**src/rtl/bfh_pkg.sv**
```systemverilog
`timescale 1ns / 1ps
package bfh_pkg;

  localparam int unsigned MAX_BITS_DEF   = 65536;
  localparam int unsigned MAX_PROBES_DEF = 16;

  localparam logic [63:0] FNV_BASIS  = 64'hCBF29CE484222325;
  localparam logic [63:0] SEED_TWEAK = 64'h0000DEADBEEFCAFE;
  // The 64-bit prime is 2^40 + 0x1B3.
  localparam logic [8:0]  FNV_PRIME_LO  = 9'h1B3;
  localparam int unsigned FNV_PRIME_SH  = 40;

  localparam int unsigned CFG_IDX_W  = 8;
  localparam int unsigned CFG_DATA_W = 17;
  localparam logic [CFG_IDX_W-1:0] CFG_BIT_COUNT  = 8'd0;
  localparam logic [CFG_IDX_W-1:0] CFG_HASH_COUNT = 8'd1;

  localparam int unsigned CNT_W     = 32;
  localparam int unsigned SETBITS_W = 17;

  // Dividend bits consumed per cycle by the remainder unit.
  localparam int unsigned DIV_BITS  = 4;
  localparam int unsigned DIV_STEPS = 64 / DIV_BITS;
  localparam int unsigned DIV_CNT_W = $clog2(DIV_STEPS);

  typedef struct packed {
    logic absorb;
    logic reseed;
  } hash_ctl_t;

  typedef struct packed {
    logic rd_en;
    logic wr_en;
  } store_ctl_t;

  function automatic logic [63:0] fnv_step(input logic [63:0] h, input logic [7:0] b);
    logic [63:0] x;
    x = h ^ {56'd0, b};
    return (x << FNV_PRIME_SH) + x * {55'd0, FNV_PRIME_LO};
  endfunction

endpackage

```
**src/rtl/bfh_hash.sv**
```systemverilog
`timescale 1ns / 1ps
module bfh_hash
  import bfh_pkg::*;
(
  input  logic        clk_i,
  input  logic        rst_ni,
  input  hash_ctl_t   ctl_i,
  input  logic [7:0]  byte_i,
  output logic [63:0] h1_o,
  output logic [63:0] h2_o
);

  logic [63:0] h1_q, h1_d, h2_q, h2_d;

  always_comb begin
    h1_d = h1_q;
    h2_d = h2_q;
    if (ctl_i.reseed) begin
      h1_d = FNV_BASIS;
      h2_d = FNV_BASIS ^ SEED_TWEAK;
    end else if (ctl_i.absorb) begin
      h1_d = fnv_step(h1_q, byte_i);
      h2_d = fnv_step(h2_q, byte_i);
    end
  end

  always_ff @(posedge clk_i or negedge rst_ni) begin
    if (!rst_ni) begin
      h1_q <= FNV_BASIS;
      h2_q <= FNV_BASIS ^ SEED_TWEAK;
    end else begin
      h1_q <= h1_d;
      h2_q <= h2_d;
    end
  end

  assign h1_o = h1_q;
  assign h2_o = h2_q;

endmodule

```
**config.mk**
```make
export PLATFORM = sky130hd
export DESIGN_NAME = bfh_hash
export DESIGN_NICKNAME = d
export VERILOG_FILES = /design/src/rtl/bfh_pkg.sv /design/src/rtl/bfh_hash.sv
export SDC_FILE = /design/constraint.sdc
export NUM_CORES = 2
export LEC_CHECK = 0
export ABC_AREA = 0
export BUFFER_PORTS_ARGS = -buffer_cell sky130_fd_sc_hd__buf_2
export CAP_MARGIN = 0
export CORE_AREA = 2 2 272 274
export DETAILED_ROUTE_END_ITERATION = 6
export DIE_AREA = 0 0 274 276
export GPL_ROUTABILITY_DRIVEN = 0
export PLACE_DENSITY_LB_ADDON = 0.08
export REMOVE_ABC_BUFFERS = 1
export SYNTH_ARGS = -nofsm -noshare
export SYNTH_HDL_FRONTEND = slang
export SYNTH_SLANG_ARGS = --single-unit
```
**constraint.sdc**
```tcl
create_clock -name clk_i -period 8.1 [get_ports clk_i]
set_input_delay 0.405 -clock clk_i [delete_from_list [all_inputs] [get_ports clk_i]]
set_output_delay 0.405 -clock clk_i [all_outputs]
set_load 0.02 [all_outputs]
```
==> impl_metrics.json <==
{
  "ios": 140,
  "clock_sinks": 128,
  "clock_latency_ns": 0.49,
  "syn-cell-area_um2": 28780,
  "via_per_inst": 5.091,
  "synthCells": 3216,
  "num_vias": 21770,
  "die_area_um2": 75620,
  "timing.final.crit_share_pct": 83.43,
  "synth_top_family_by_area": "adder cells",
  "numCtsBuffers": 17,
  "synth.avg_cell_area_um2": 8.950,
  "dr_wl_met3_mm": 2.798,
  "die_h_um": 276,
  "hpwl_mm": 75.47,
  "ys_seq_elements": 128,
  "async_flop_share_pct": 100.0,
  "drt-met1-wl_mm": 38.82,
  "start_kind": "flop",
  "coreArea_um2": 72590,
  "hold_viol_final": 0,
  "dieWidth_um": 274,
  "syn2layout_area_growth_pct": 7.850,
  "first_global_vias": 24100,
  "drc": 0,
  "antenna_found_initial": 1,
  "synthMuxAreaShare_pct": 1.356,
  "postCtsHoldBufs": 0,
  "slowest_stage": "xnor2_1",
  "synth_compound_area_share_pct": 13.15,
  "ant_nets": 0,
  "grt_pass1_wl_mm": 139.3,
  "synth_flop_cell": "dfrtp_1",
  "rows": 99,
  "critPathArrivalTime_ns": 7.12,
  "period_minus_slack_ns": 6.758,
  "cp_common_cell": "ha_1",
  "cts.clk_slew.worst_paths_ns": 0.06,
  "gr-total-overflow": 0,
  "run_status": "finished clean",
  "relSlewSlack_pct": 20.77,
  "grt_max_degree": 81,
  "cp_num_buf_inv": 1,
  "worstSetupPathType": "reg -> reg",
  "wl_per_cell_um": 20.57,
  "wl_mm": 87.94,
  "min_path_type": "in -> async",
  "worst_pin_slew_ns": 1.180,
  "timing.final.max_slew_violations": 0,
  "root_buffer": "clkbuf_16",
  "ys_types": 81,
  "cpLargestDelayFamily": "adder cells",
  "cts_buffer_depth": 2,
  "grt_usage_pct": 24.11,
  "fmax_mhz": 148.0,
  "postCtsSetupBuffers": 0,
  "ys_seq_area_share_pct": 11.40,
  "skew_ns": 0.01712,
  "cts_tree": "yes",
  "ys_warn_count": 0,
  "drt_iter0_drc": 1255,
  "initial_utilization_pct": 39.65,
  "layout-drive-gt1-share_pct": 8.446,
  "setup_violations": 0,
  "slowest_delay_ns": 0.90,
  "worstPathCellList": "xnor2_1, inv_1, ha_1, xor2_1, ha_1, or2_2, fa_1, fa_1, ha_1, ha_1, nand2_1, nor4_1, o211ai_1, a211oi_2, o21bai_1, a31oi_1, o21ai_0, o311ai_0",
  "post_cts_resized": 0,
  "synthAdderAreaFrac_pct": 46.25,
  "maxCapViolations": 0,
  "cts_htree_levels": 4,
  "crit_required_ns": 8.46,
  "cp-end-kind": "flop",
  "rsz0062_at_grt": "no",
  "io_buffers": 139,
  "worstPathMaxFanout": 6,
  "synthSimpleGateAreaFrac_pct": 7.555,
  "wl_met2_mm": 44.01,
  "dr.pass1.iters": 5,
  "synth_edf_count": 0,
  "topRoutingLayerUsed": "met4",
  "setup-tns-final_ns": 0,
  "synthXorXnorAreaFrac_pct": 7.850,
  "fin_nets": 4126
}
-- flip-flops by register name (all words and copies together) (netlist names) --
register,count
h1_o,64
h2_o,64
-- cell type report --
| class | count | area [um^2] |
|---|---|---|
| antenna | 2 | 5.005 |
| multi-input combinational | 2138 | 21930 |
| clock buffer | 25 | 485.5 |
| timing repair buffer | 147 | 767.0 |
| clock inverter | 7 | 110.1 |
| fill | 7341 | 41540 |
| inverter | 870 | 3267 |
| tap | 959 | 1200 |
| sequential | 128 | 3282 |
-- stage by stage --
step                      hold WS, ns  instances  worst slack (ns)  util, %  area (um^2)
final                         0.06426       4276             1.342    42.77        31040
after global routing           0.1010       4274             1.073    42.76        31040
after CTS                     0.05427       4274             1.330    42.76        31040
after detailed placement       0.5256       4242             1.217    41.94        30440
after global placement         0.5222       4242             1.248    41.94        30440
after floorplan                0.1094       3136             2.828        -        28470
-- cells in the final DEF, fill, tap and decap left out, drive strengths merged, types with 18 or more instances in the layout --
master and n:
o21ai 114, xor2 137, a21o 95, mux2i 39, dfstp 63, nand3 25, ha 392, nor2 154
clkbuf 25, dfrtp 65, nand2 128, o21a 18, buf 147, nor3 27, xnor2 121, inv 869
a211o 29, a31oi 19, nor2b 26, o21bai 24, a211oi 26, nand4 23, a21oi 152, fa 420
-- Yosys cell counts, drive strengths merged (39+ instances only) --
cell type / count / area, um^2
a21o: 95 / 713.2
fa: 420 / 8408
xnor2: 121 / 1060
inv: 870 / 3266
nand2: 128 / 480.5
ha: 392 / 4905
nor2: 154 / 578.1
a21oi: 152 / 764.5
clkbuf: 62 / 234.0
o21ai: 114 / 570.5
xor2: 137 / 1200
mux2i: 39 / 390.4
dfrtp: 65 / 1627
dfstp: 63 / 1655
-- final timing paths --
check / from / slack, ns / to / cells after the start
setup / recovery: h2_o[2] / 1.34 / h2_o[62] / 18
hold / removal: rst_ni / 0.06 / h2_o[60] / 1
setup reg to reg: h2_o[2] / 1.34 / h2_o[62] / 18
hold reg to reg: h1_o[63] / 0.53 / h1_o[63] / 2
max in group asynchronous: rst_ni / 6.70 / h2_o[43] / 2
min in group clk_i: ctl_i[1] / 0.31 / h1_o[49] / 3
-- routing by layer --
layer	vias up	GRT usage [%]
li1	10330	-
met4	0	7.358
met5	-	0
met1	10910	30.99
met2	420	42.19
met3	109	2.788
-- cell families (layout without fill, tap and decap cells) --
logic type                 count (synthesis)  in the layout
buffers and inverters                    950           1049
adders and majority gates                812            812
AOI/OAI and AO/OA                        565            565
and+or+nand+nor                          464            464
xor gates and xnor gates                 258            258
DFF                                      128            128
muxes                                     39             39
other                                      0              2
Power is not shown: default switching activity piles up to over one toggle a cycle in this logic, so the estimate is an artifact.
