**src/rtl/bfh_pkg.sv**
```systemverilog
`timescale 1ns / 1ps
package bfh_pkg;

  localparam int unsigned MAX_BITS_DEF   = 65536;
  localparam int unsigned MAX_PROBES_DEF = 16;

  localparam logic [63:0] FNV_BASIS  = 64'hCBF29CE484222325;
  localparam logic [63:0] SEED_TWEAK = 64'h0000DEADBEEFCAFE;
  // The 64-bit prime is 2^40 + 0x1B3.
  localparam logic [8:0]  FNV_PRIME_LO  = 9'h1B3;
  localparam int unsigned FNV_PRIME_SH  = 40;

  localparam int unsigned CFG_IDX_W  = 8;
  localparam int unsigned CFG_DATA_W = 17;
  localparam logic [CFG_IDX_W-1:0] CFG_BIT_COUNT  = 8'd0;
  localparam logic [CFG_IDX_W-1:0] CFG_HASH_COUNT = 8'd1;

  localparam int unsigned CNT_W     = 32;
  localparam int unsigned SETBITS_W = 17;

  // Dividend bits consumed per cycle by the remainder unit.
  localparam int unsigned DIV_BITS  = 4;
  localparam int unsigned DIV_STEPS = 64 / DIV_BITS;
  localparam int unsigned DIV_CNT_W = $clog2(DIV_STEPS);

  typedef struct packed {
    logic absorb;
    logic reseed;
  } hash_ctl_t;

  typedef struct packed {
    logic rd_en;
    logic wr_en;
  } store_ctl_t;

  function automatic logic [63:0] fnv_step(input logic [63:0] h, input logic [7:0] b);
    logic [63:0] x;
    x = h ^ {56'd0, b};
    return (x << FNV_PRIME_SH) + x * {55'd0, FNV_PRIME_LO};
  endfunction

endpackage

```
**src/rtl/bfh_mod.sv**
```systemverilog
`timescale 1ns / 1ps
module bfh_mod
  import bfh_pkg::*;
#(
  parameter int unsigned MW = 17
) (
  input  logic          clk_i,
  input  logic          rst_ni,
  input  logic          start_i,
  input  logic [63:0]   dividend_i,
  input  logic [MW-1:0] modulus_i,
  output logic          done_o,
  output logic [MW-1:0] rem_o
);

  logic [MW-1:0]        rem_q, rem_d;
  logic [63:0]          sh_q, sh_d;
  logic [DIV_CNT_W-1:0] cnt_q, cnt_d;
  logic                 busy_q, busy_d, done_q, done_d;
  logic [MW:0]          t;

  // Restoring remainder, several dividend bits per cycle, MSB first.
  always_comb begin
    rem_d  = rem_q;
    sh_d   = sh_q;
    cnt_d  = cnt_q;
    busy_d = busy_q;
    done_d = 1'b0;
    t      = '0;
    if (start_i) begin
      rem_d  = '0;
      sh_d   = dividend_i;
      cnt_d  = '0;
      busy_d = 1'b1;
    end else if (busy_q) begin
      for (int j = 0; j < DIV_BITS; j++) begin
        t = {rem_d, sh_d[63]};
        if (t >= {1'b0, modulus_i}) t = t - {1'b0, modulus_i};
        rem_d = t[MW-1:0];
        sh_d  = {sh_d[62:0], 1'b0};
      end
      cnt_d = cnt_q + 1'b1;
      if (cnt_q == DIV_CNT_W'(DIV_STEPS - 1)) begin
        busy_d = 1'b0;
        done_d = 1'b1;
      end
    end
  end

  always_ff @(posedge clk_i or negedge rst_ni) begin
    if (!rst_ni) begin
      busy_q <= 1'b0;
      done_q <= 1'b0;
      cnt_q  <= '0;
    end else begin
      busy_q <= busy_d;
      done_q <= done_d;
      cnt_q  <= cnt_d;
    end
  end

  always_ff @(posedge clk_i) begin
    rem_q <= rem_d;
    sh_q  <= sh_d;
  end

  assign done_o = done_q;
  assign rem_o  = rem_q;

endmodule

```
**config.mk**
```make
export PLATFORM = sky130hd
export DESIGN_NAME = bfh_mod
export DESIGN_NICKNAME = d
export VERILOG_FILES = /design/src/rtl/bfh_pkg.sv /design/src/rtl/bfh_mod.sv
export SDC_FILE = /design/constraint.sdc
export NUM_CORES = 1
export LEC_CHECK = 0
export BUFFER_PORTS_ARGS = -buffer_cell sky130_fd_sc_hd__buf_2
export CAP_MARGIN = 10
export CORE_MARGIN = 2
export CORE_UTILIZATION = 55
export DETAILED_ROUTE_END_ITERATION = 12
export PLACE_DENSITY = 0.81
export SETUP_SLACK_MARGIN = 0.1
export SYNTH_ARGS = -nofsm -noshare
export SYNTH_HDL_FRONTEND = slang
export SYNTH_SLANG_ARGS = --single-unit
export TNS_END_PERCENT = 30
```
**constraint.sdc**
```tcl
create_clock -name clk_i -period 28.4 [get_ports clk_i]
set_input_delay 2.84 -clock clk_i [delete_from_list [all_inputs] [get_ports clk_i]]
set_output_delay 2.84 -clock clk_i [all_outputs]
set_load 0.02 [all_outputs]
```
==> results of run 1 <==
==> flip-flops by register name (all words and copies together), names as in the netlist <==
register and cells:
done_o 1, busy_q 1, cnt_q 4, sh_q 64, rem_o 17
==> routing by layer <==
metal	track usage, %	vias to the layer above
met2	42.90	193
met1	33.20	2891
met5	0	-
met4	9.666	0
met3	5.283	29
li1	-	3034
==> kinds of logic after synthesis <==
logic type	Yosys count
AND/OR/NAND/NOR	194
AO/OA/AOI/OAI	190
multiplexers	99
flip-flops	87
adder cells (fa/ha/maj)	73
buffers and inverters	69
XOR/XNOR	52
==> how the worst max path moves through the flow <==
stage                       startpoint  slack (ps)  depth (start not counted)        end
final                     modulus_i[1]       13870                         39   rem_o[7]
after global routing      modulus_i[1]       12770                         39  rem_o[16]
after CTS                 modulus_i[1]       13940                         40  rem_o[15]
after detailed placement  modulus_i[1]       13610                         40  rem_o[15]
after global placement    modulus_i[1]       13890                         40   rem_o[1]
after floorplan           modulus_i[0]       15700                         46   rem_o[1]
==> layout make-up <==
| cell class | instances | share of cell area [%] |
|---|---|---|
| Clock inverter | 7 | 0.8628 |
| Multi-Input combinational cell | 608 | 56.84 |
| Inverter | 43 | 1.919 |
| Timing Repair Buffer | 105 | 6.397 |
| Clock buffer | 9 | 2.678 |
| Tap cell | 176 | 2.618 |
| Sequential cell | 87 | 28.68 |
==> cells in the mapped netlist, types with 6 or more instances <==
cell / number / area, um^2
clkbuf_1: 14 / 52.55
mux2_1: 7 / 78.83
o21ai_0: 34 / 170.2
o21a_1: 14 / 105.1
a311oi_1: 15 / 131.4
a31oi_1: 6 / 37.54
or2_2: 6 / 37.54
o31ai_1: 6 / 45.04
dfxtp_1: 17 / 340.3
xor2_1: 20 / 175.2
nor3_1: 14 / 70.07
nand3_1: 19 / 95.09
nand2b_1: 7 / 43.79
a21o_1: 24 / 180.2
nor2b_1: 7 / 43.79
a21oi_1: 45 / 225.2
and2_1: 9 / 56.30
nand2_1: 50 / 187.7
dfrtp_1: 6 / 150.1
xnor2_1: 32 / 280.3
mux2i_1: 7 / 70.07
ha_1: 69 / 863.3
edfxtp_1: 64 / 1922
nor2_1: 56 / 210.2
mux2_2: 85 / 957.2
inv_1: 43 / 161.4
==> stage by stage <==
step / worst slack (ps) / hold slack, ps / instances / area [um^2] / util, %
after detailed placement: 13610 / 534.2 / 1019 / 8113 / 61.02
after CTS: 13940 / 550.4 / 1035 / 8411 / 63.26
after global routing: 12770 / 559.4 / 1035 / 8411 / 63.26
after global placement: 13890 / 520.0 / 1019 / 8113 / 61.02
after floorplan: 15700 / 497.9 / 764 / 7488 / -
final: 13870 / 545.0 / 1035 / 8411 / 63.26
==> results.ini, run 1 <==
[floorplan]
initial_core_util_pct = 56.32
rows = 42
die_area_mm2 = 0.01456
fp.dieW_um = 120.7
die_y_um = 120.7
io_pins = 102
core_mm2 = 0.01330

[drt]
drc = 0
wl_met3_um = 1236
wl_um = 18220
dr.pass1.iters = 5
met1Wirelength_um = 7999
vias = 6147
postRouteAntennaNets = 0
wl_met2_um = 8593
drtIter0Drc = 418
post_drt_wl_per_cell_um = 17.60
viasPerCell = 5.939
routed.top_layer = met4

[cts]
cts_resized = 0
cts_setup_buffers = 0
cts_root_buffer = clkbuf_16
cts_max_level = 3
clk_pin_slew_ps = 70
cts_tree = done
cts_sinks = 87
worstSkewPairLatency_ps = 350
clock_path_buffers = 2
numCtsBuffers = 9
holdBufCountCts = 0

[logic_synthesis]
avgSynthCellArea_um2 = 9.802
yosys_warnings = 0
synth_nets = 921
muxShareOfSynthArea_pct = 14.77
synth_xor_xnor_area_share_pct = 6.082
synth_compound_area_share_pct = 17.91
synthCells = 764
syn_area_mm2 = 0.007488
async_flop_share_pct = 6.897
synth_cell_type_count = 70
synth_fa_ha_area_share_pct = 12.60
yosysSeqAreaShare_pct = 32.21
synth_simple_gate_area_share_pct = 12.48
synth_edf_count = 64
ys_seq_elements = 87
synth_top_family_by_area = compound AO/OA/AOI/OAI gates
ys.flop_type = edfxtp_1

[min_path]
worstHoldPathType = flip-flop to flip-flop
whs_path_depth = 1
whs_endpoint = sh_q[53]
min_from = sh_q[49]

[worst_setup_path]
slowest_delay_ps = 790
crit_family = compound AO/OA/AOI/OAI gates
critPathCaptureType = flip-flop
r2r_end = rem_o[7]
worstPathArrival_ps = 14770
path_class = primary input to flip-flop
crit_buf_inv = 3
cp.required_ps = 28640
r2r_cells = 40
cp-start-kind = primary input
worstReg2RegStart = sh_q[63]
crit_fanout = 21
r2r_slack_ps = 16080
slowest_stage = o22ai_1

[sta]
maxSlewViolCount = 0
fmax_ghz = 0.06882
totalNegativeSetupSlack_ps = 0
skew_ps = 6.970
period_share_pct = 51.16
fin_crit_ps = 14530
rsz0062_at_grt = false
relSlewSlack_pct = 32.19
worst_slew_pin_slew_ps = 1017
hold_violations = 0
setup_violations = 0

[cells_and_area]
final_common_cell = buf_2
fillers = 1082
diodes = 0
drive_gt1_share_pct = 25.84
final_nets = 1011
ff_latch_area_mm2 = 0.002412
area_growth_pct = 12.31
multi_input_area_mm2 = 0.004781
mostFrequentLayoutCells = 100 x buf_2, 85 x mux2_2, 69 x ha_1

[grt]
grt_pass1_wl_um = 29740
grt_pass1_vias = 6226
grt_max_degree = 88
antenna_found_initial = 0
overflow = 0
grt_usage_pct = 25.82

[placed_design]
place.port_buffers = 101
gp_congestion = 0.9561
dp_hpwl_um = 13970

[job]
drv_cap = 0

[status]
outcome = finished clean

Power of run 1 is not shown: default switching activity piles up to over one toggle a cycle in this logic, so the estimate is an artifact.
==> run 2, diff against run 1 <==
==> constraint.sdc (replaced) <==
create_clock -name clk_i -period 14.4 [get_ports clk_i]
set_input_delay 1.44 -clock clk_i [delete_from_list [all_inputs] [get_ports clk_i]]
set_output_delay 1.44 -clock clk_i [all_outputs]
set_load 0.02 [all_outputs]
==> results.ini, run 2 (synthesis gave the netlist of run 1 again) <==
[placed_design]
place.port_buffers = 101
dp_hpwl_um = 14140
gp_congestion = 0.9556

[drt]
vias = 6177
viasPerCell = 5.962
dr.pass1.iters = 7
drc = 0
postRouteAntennaNets = 0
post_drt_wl_per_cell_um = 17.60
drtIter0Drc = 454
wl_um = 18230

[sta]
worst_slew_pin_slew_ps = 842.1
hold_violations = 0
maxSlewViolCount = 0
period_share_pct = 88.87
skew_ps = 5.560
fin_crit_ps = 12800
fmax_ghz = 0.07814
relSlewSlack_pct = 43.86
rsz0062_at_grt = false
setup_violations = 0
totalNegativeSetupSlack_ps = 0

[cts]
clk_pin_slew_ps = 70
cts_root_buffer = clkbuf_16
cts_resized = 0
cts_sinks = 87
cts_max_level = 3
cts_setup_buffers = 0
holdBufCountCts = 0
cts_tree = done
clock_path_buffers = 2
numCtsBuffers = 9
worstSkewPairLatency_ps = 340

[grt]
grt_pass1_vias = 6232
grt_max_degree = 73
grt_usage_pct = 25.57
grt_pass1_wl_um = 29450
overflow = 0
antenna_found_initial = 1

[job]
drv_cap = 0

[floorplan]
core_mm2 = 0.01330
fp.dieW_um = 120.7
die_area_mm2 = 0.01456
initial_core_util_pct = 56.32
rows = 42
die_y_um = 120.7
io_pins = 102

[worst_setup_path]
worstReg2RegStart = sh_q[63]
r2r_end = rem_o[9]
crit_end = rem_o[9]
r2r_cells = 42
cp-start-kind = primary input
cp-startpoint = modulus_i[1]
worstPathArrival_ps = 13050
path_class = primary input to flip-flop
slowest_stage = o21a_1
crit_fanout = 21
cp.required_ps = 14650
slowest_delay_ps = 650
critPathCaptureType = flip-flop
r2r_slack_ps = 2420

[cells_and_area]
diodes = 0
area_growth_pct = 12.18
final_nets = 1012
drive_gt1_share_pct = 25.81
regMostFlops = sh_q
final_common_cell = buf_2
mostFrequentLayoutCells = 100 x buf_2, 85 x mux2_2, 69 x ha_1
largest_reg_flops = 64

[status]
outcome = finished clean

[min_path]
worstHoldPathType = flip-flop to flip-flop
whs_path_depth = 1
min_from = sh_q[60]

==> run 2: cell count changes in the layout (fill, tap and decap cells not counted), sizes merged <==
cell,previous run,this run
buf,105,106
clkinvlp,1,0
clkinv,2,3
==> run 2: critical path: cells and delay by family <==
kind | cells | cell delay [ps]
AND/OR/NAND/NOR | 5 | 1420
adder cells (fa/ha/maj) | 4 | 1610
multiplexers | 1 | 310
AO/OA/AOI/OAI | 27 | 7590
buffers and inverters | 4 | 660
==> run 2: worst min-delay path by stage <==
stage | end | slack, ps
after global routing | rem_o[0] | 560
after global placement | cnt_q[3] | 520
after floorplan | rem_o[0] | 500
after detailed placement | rem_o[0] | 530
final | rem_o[0] | 540
after CTS | rem_o[0] | 540
==> run 2: layout make-up <==
| cell class | count | area [um^2] |
|---|---|---|
| clock buffers | 9 | 225.2 |
| flip-flops and latches | 87 | 2412 |
| repair buffers | 106 | 545.5 |
| inverters | 43 | 161.4 |
| fillers | 1116 | 4895 |
| multi-input cells | 608 | 4781 |
| clock inverters | 7 | 55.05 |
| well taps | 176 | 220.2 |
==> run 2: stage by stage <==
stage	worst slack, ps	utilization, %	cell area (um^2)	hold WS [ps]	std cells
CTS	1765	63.18	8401	544.0	1036
finish	1603	63.18	8401	541.6	1036
global route	639.7	63.18	8401	562.5	1036
detailed placement	1437	61.08	8120	529.3	1020
floorplan	3103	-	7488	497.9	764
global placement	1794	61.08	8120	520.4	1020
==> run 2: layer usage <==
metal  vias up  global-route usage, %  wire length, um
li1       3038                      -                -
met1      2913                  32.31             8193
met2       199                  44.00             8691
met3        25                  5.000             1072
met4         2                  8.140              255
met5         -                      0               17
Power of run 2 is left out for the same reason.
==> run 3, diff against run 2 <==
--- a/config.mk
+++ b/config.mk
@@ -5,12 +5,13 @@
 export SDC_FILE = /design/constraint.sdc
 export NUM_CORES = 1
 export LEC_CHECK = 0
+export ABC_AREA = 1
 export BUFFER_PORTS_ARGS = -buffer_cell sky130_fd_sc_hd__buf_2
 export CAP_MARGIN = 10
 export CORE_MARGIN = 2
 export CORE_UTILIZATION = 55
 export DETAILED_ROUTE_END_ITERATION = 12
-export PLACE_DENSITY = 0.81
+export PLACE_DENSITY = 0.8
 export SETUP_SLACK_MARGIN = 0.1
 export SYNTH_ARGS = -nofsm -noshare
 export SYNTH_HDL_FRONTEND = slang
==> constraint.sdc (replaced) <==
create_clock -name clk_i -period 14.2 [get_ports clk_i]
set_input_delay 1.42 -clock clk_i [delete_from_list [all_inputs] [get_ports clk_i]]
set_output_delay 1.42 -clock clk_i [all_outputs]
set_load 0.02 [all_outputs]
==> results.ini, run 3 <==
[worst_setup_path]
cp-start-kind = primary input
cp.required_ps = 14430
crit_buf_inv = 8
worstPathArrival_ps = 9600
path_class = primary input to flip-flop
crit_family = simple AND/OR/NAND/NOR gates
crit_path_frequent_cell = nand2_1
slowest_delay_ps = 390
critPathCaptureType = flip-flop
worstReg2RegStart = sh_q[63]
cp-startpoint = modulus_i[12]
crit_fanout = 28
slowest_stage = o21ai_0

[drt]
drtIter0Drc = 640
post_drt_wl_per_cell_um = 15.08
vias = 8033
dr.pass1.iters = 5
drc = 0
viasPerCell = 5.377
wl_um = 22530
postRouteAntennaNets = 0

[sta]
worst_slew_pin_slew_ps = 957.5
totalNegativeSetupSlack_ps = 0
skew_ps = 5.650
maxSlewViolCount = 0
period_share_pct = 65.96
relSlewSlack_pct = 36.07
hold_violations = 0
rsz0062_at_grt = false
fin_crit_ps = 9367
fmax_ghz = 0.1068
setup_violations = 0

[cells_and_area]
area_growth_pct = 12.07
drive_gt1_share_pct = 11.91
final_nets = 1462
diodes = 0
regMostFlops = sh_q
fillers = 1339
mostFrequentLayoutCells = 518 x nand2_1, 168 x inv_1, 101 x buf_2
largest_reg_flops = 64
final_util_pct = 62.82
final_common_cell = nand2_1

[min_path]
min_from = cnt_q[3]
worstHoldPathType = flip-flop to flip-flop

[floorplan]
core_mm2 = 0.01448
die_y_um = 125.5
fp.dieW_um = 125.5
die_area_mm2 = 0.01574
initial_core_util_pct = 56.05
rows = 44
io_pins = 102

[logic_synthesis]
yosys_warnings = 0
netlist.area_leader.share_pct = 23.96
yosys-top-cells-area = nand2_1 24%, edfxtp_1 24%, ha_1 11%, inv_1 7.8%, nand3_1 5.9%
ys.flop_type = edfxtp_1
synthCells = 1216
avgSynthCellArea_um2 = 6.674
synth_nets = 1373
netlist_top_cells_count = 518 x nand2_1, 169 x inv_1, 95 x nand3_1, 69 x ha_1, 64 x edfxtp_1
ys_seq_elements = 87
yosysSeqAreaShare_pct = 29.73
synth_edf_count = 64
synth_cell_type_count = 48
syn_area_mm2 = 0.008115
yosys.area.top_type = nand2_1
synth_most_common_cell = nand2_1
async_flop_share_pct = 6.897

[grt]
grt_pass1_wl_um = 36450
grt_usage_pct = 28.82
grt_pass1_vias = 7546
antenna_found_initial = 0
grt_max_degree = 69
overflow = 0

[cts]
cts_setup_buffers = 0
cts_max_level = 3
holdBufCountCts = 0
cts_tree = done
clock_path_buffers = 2
cts_resized = 0
numCtsBuffers = 9
cts_root_buffer = clkbuf_16
clk_pin_slew_ps = 60
worstSkewPairLatency_ps = 340
cts_sinks = 87

[placed_design]
place.port_buffers = 101
gp_congestion = 0.9715
dp_hpwl_um = 17390

[status]
outcome = finished clean

[job]
drv_cap = 0

[run 3: cell types whose count changed in the layout (fill, tap and decap cells not counted), moves of 15 or more]
cell      change
a21o_1       -23
inv_1       +125
a311oi_1     -15
nand2_1     +468
nand3_1      +76
mux2_2       -85
[run 3: final cells by class]
type | count | area (um^2) | area share, %
Tap cell | 184 | 230.2 | 2.531
Clock buffer | 9 | 225.2 | 2.476
Clock inverter | 7 | 118.9 | 1.307
Timing Repair Buffer | 105 | 535.5 | 5.888
Inverter | 176 | 663.1 | 7.291
Multi-Input combinational cell | 926 | 4910 | 53.98
Sequential cell | 87 | 2412 | 26.52
[run 3: final timing paths]
kind,to,slack (ps),depth (start not counted)
worst max-delay path,rem_o[14],4830,58
worst min-delay path,cnt_q[3],470,1
worst max register to register,rem_o[14],5780,55
worst min register to register,cnt_q[3],470,1
max in group asynchronous,busy_q,13160,1
min in group asynchronous,cnt_q[3],890,1
[run 3: cells by family (layout without fill, tap and decap cells)]
group                    count (synthesis)  count (layout)  synth area share (%)
AO/OA/AOI/OAI                           99              99                 7.061
XOR/XNOR                                47              47                 5.073
flip-flops                              87              87                 29.73
buffers and inverters                  203             297                 9.775
adder cells (fa/ha/maj)                 73              73                 11.63
AND/OR/NAND/NOR                        707             707                 36.74
[run 3: worst register-to-register path, delay by kind of cell, from the launching register on]
| family | cells | cell delay, ps |
|---|---|---|
| AO/OA/AOI/OAI | 5 | 1330 |
| AND/OR/NAND/NOR | 38 | 4360 |
| adder cells (fa/ha/maj) | 5 | 1630 |
| buffers and inverters | 7 | 570 |
| flip-flops | 1 | 430 |
[run 3: through the flow]
stage | worst slack, ps | cell area, um^2 | std cells | hold slack (ps)
floorplan | 6011 | 8115 | 1216 | 433.3
global placement | 4763 | 8751 | 1478 | 455.3
detailed placement | 4653 | 8751 | 1478 | 470.1
CTS | 5003 | 9095 | 1494 | 479.7
global route | 3890 | 9095 | 1494 | 527.2
finish | 4833 | 9095 | 1494 | 473.7
[run 3: metal layers]
layer  vias up  GRT usage (%)  share of wire (%)
met5         -              0                  0
met4         0          16.47                5.8
met3        80          5.306                8.5
met2       349          46.68                 44
met1      3566          36.19                 41
li1       4038              -                  -
Power of run 3 is left out for the same reason.
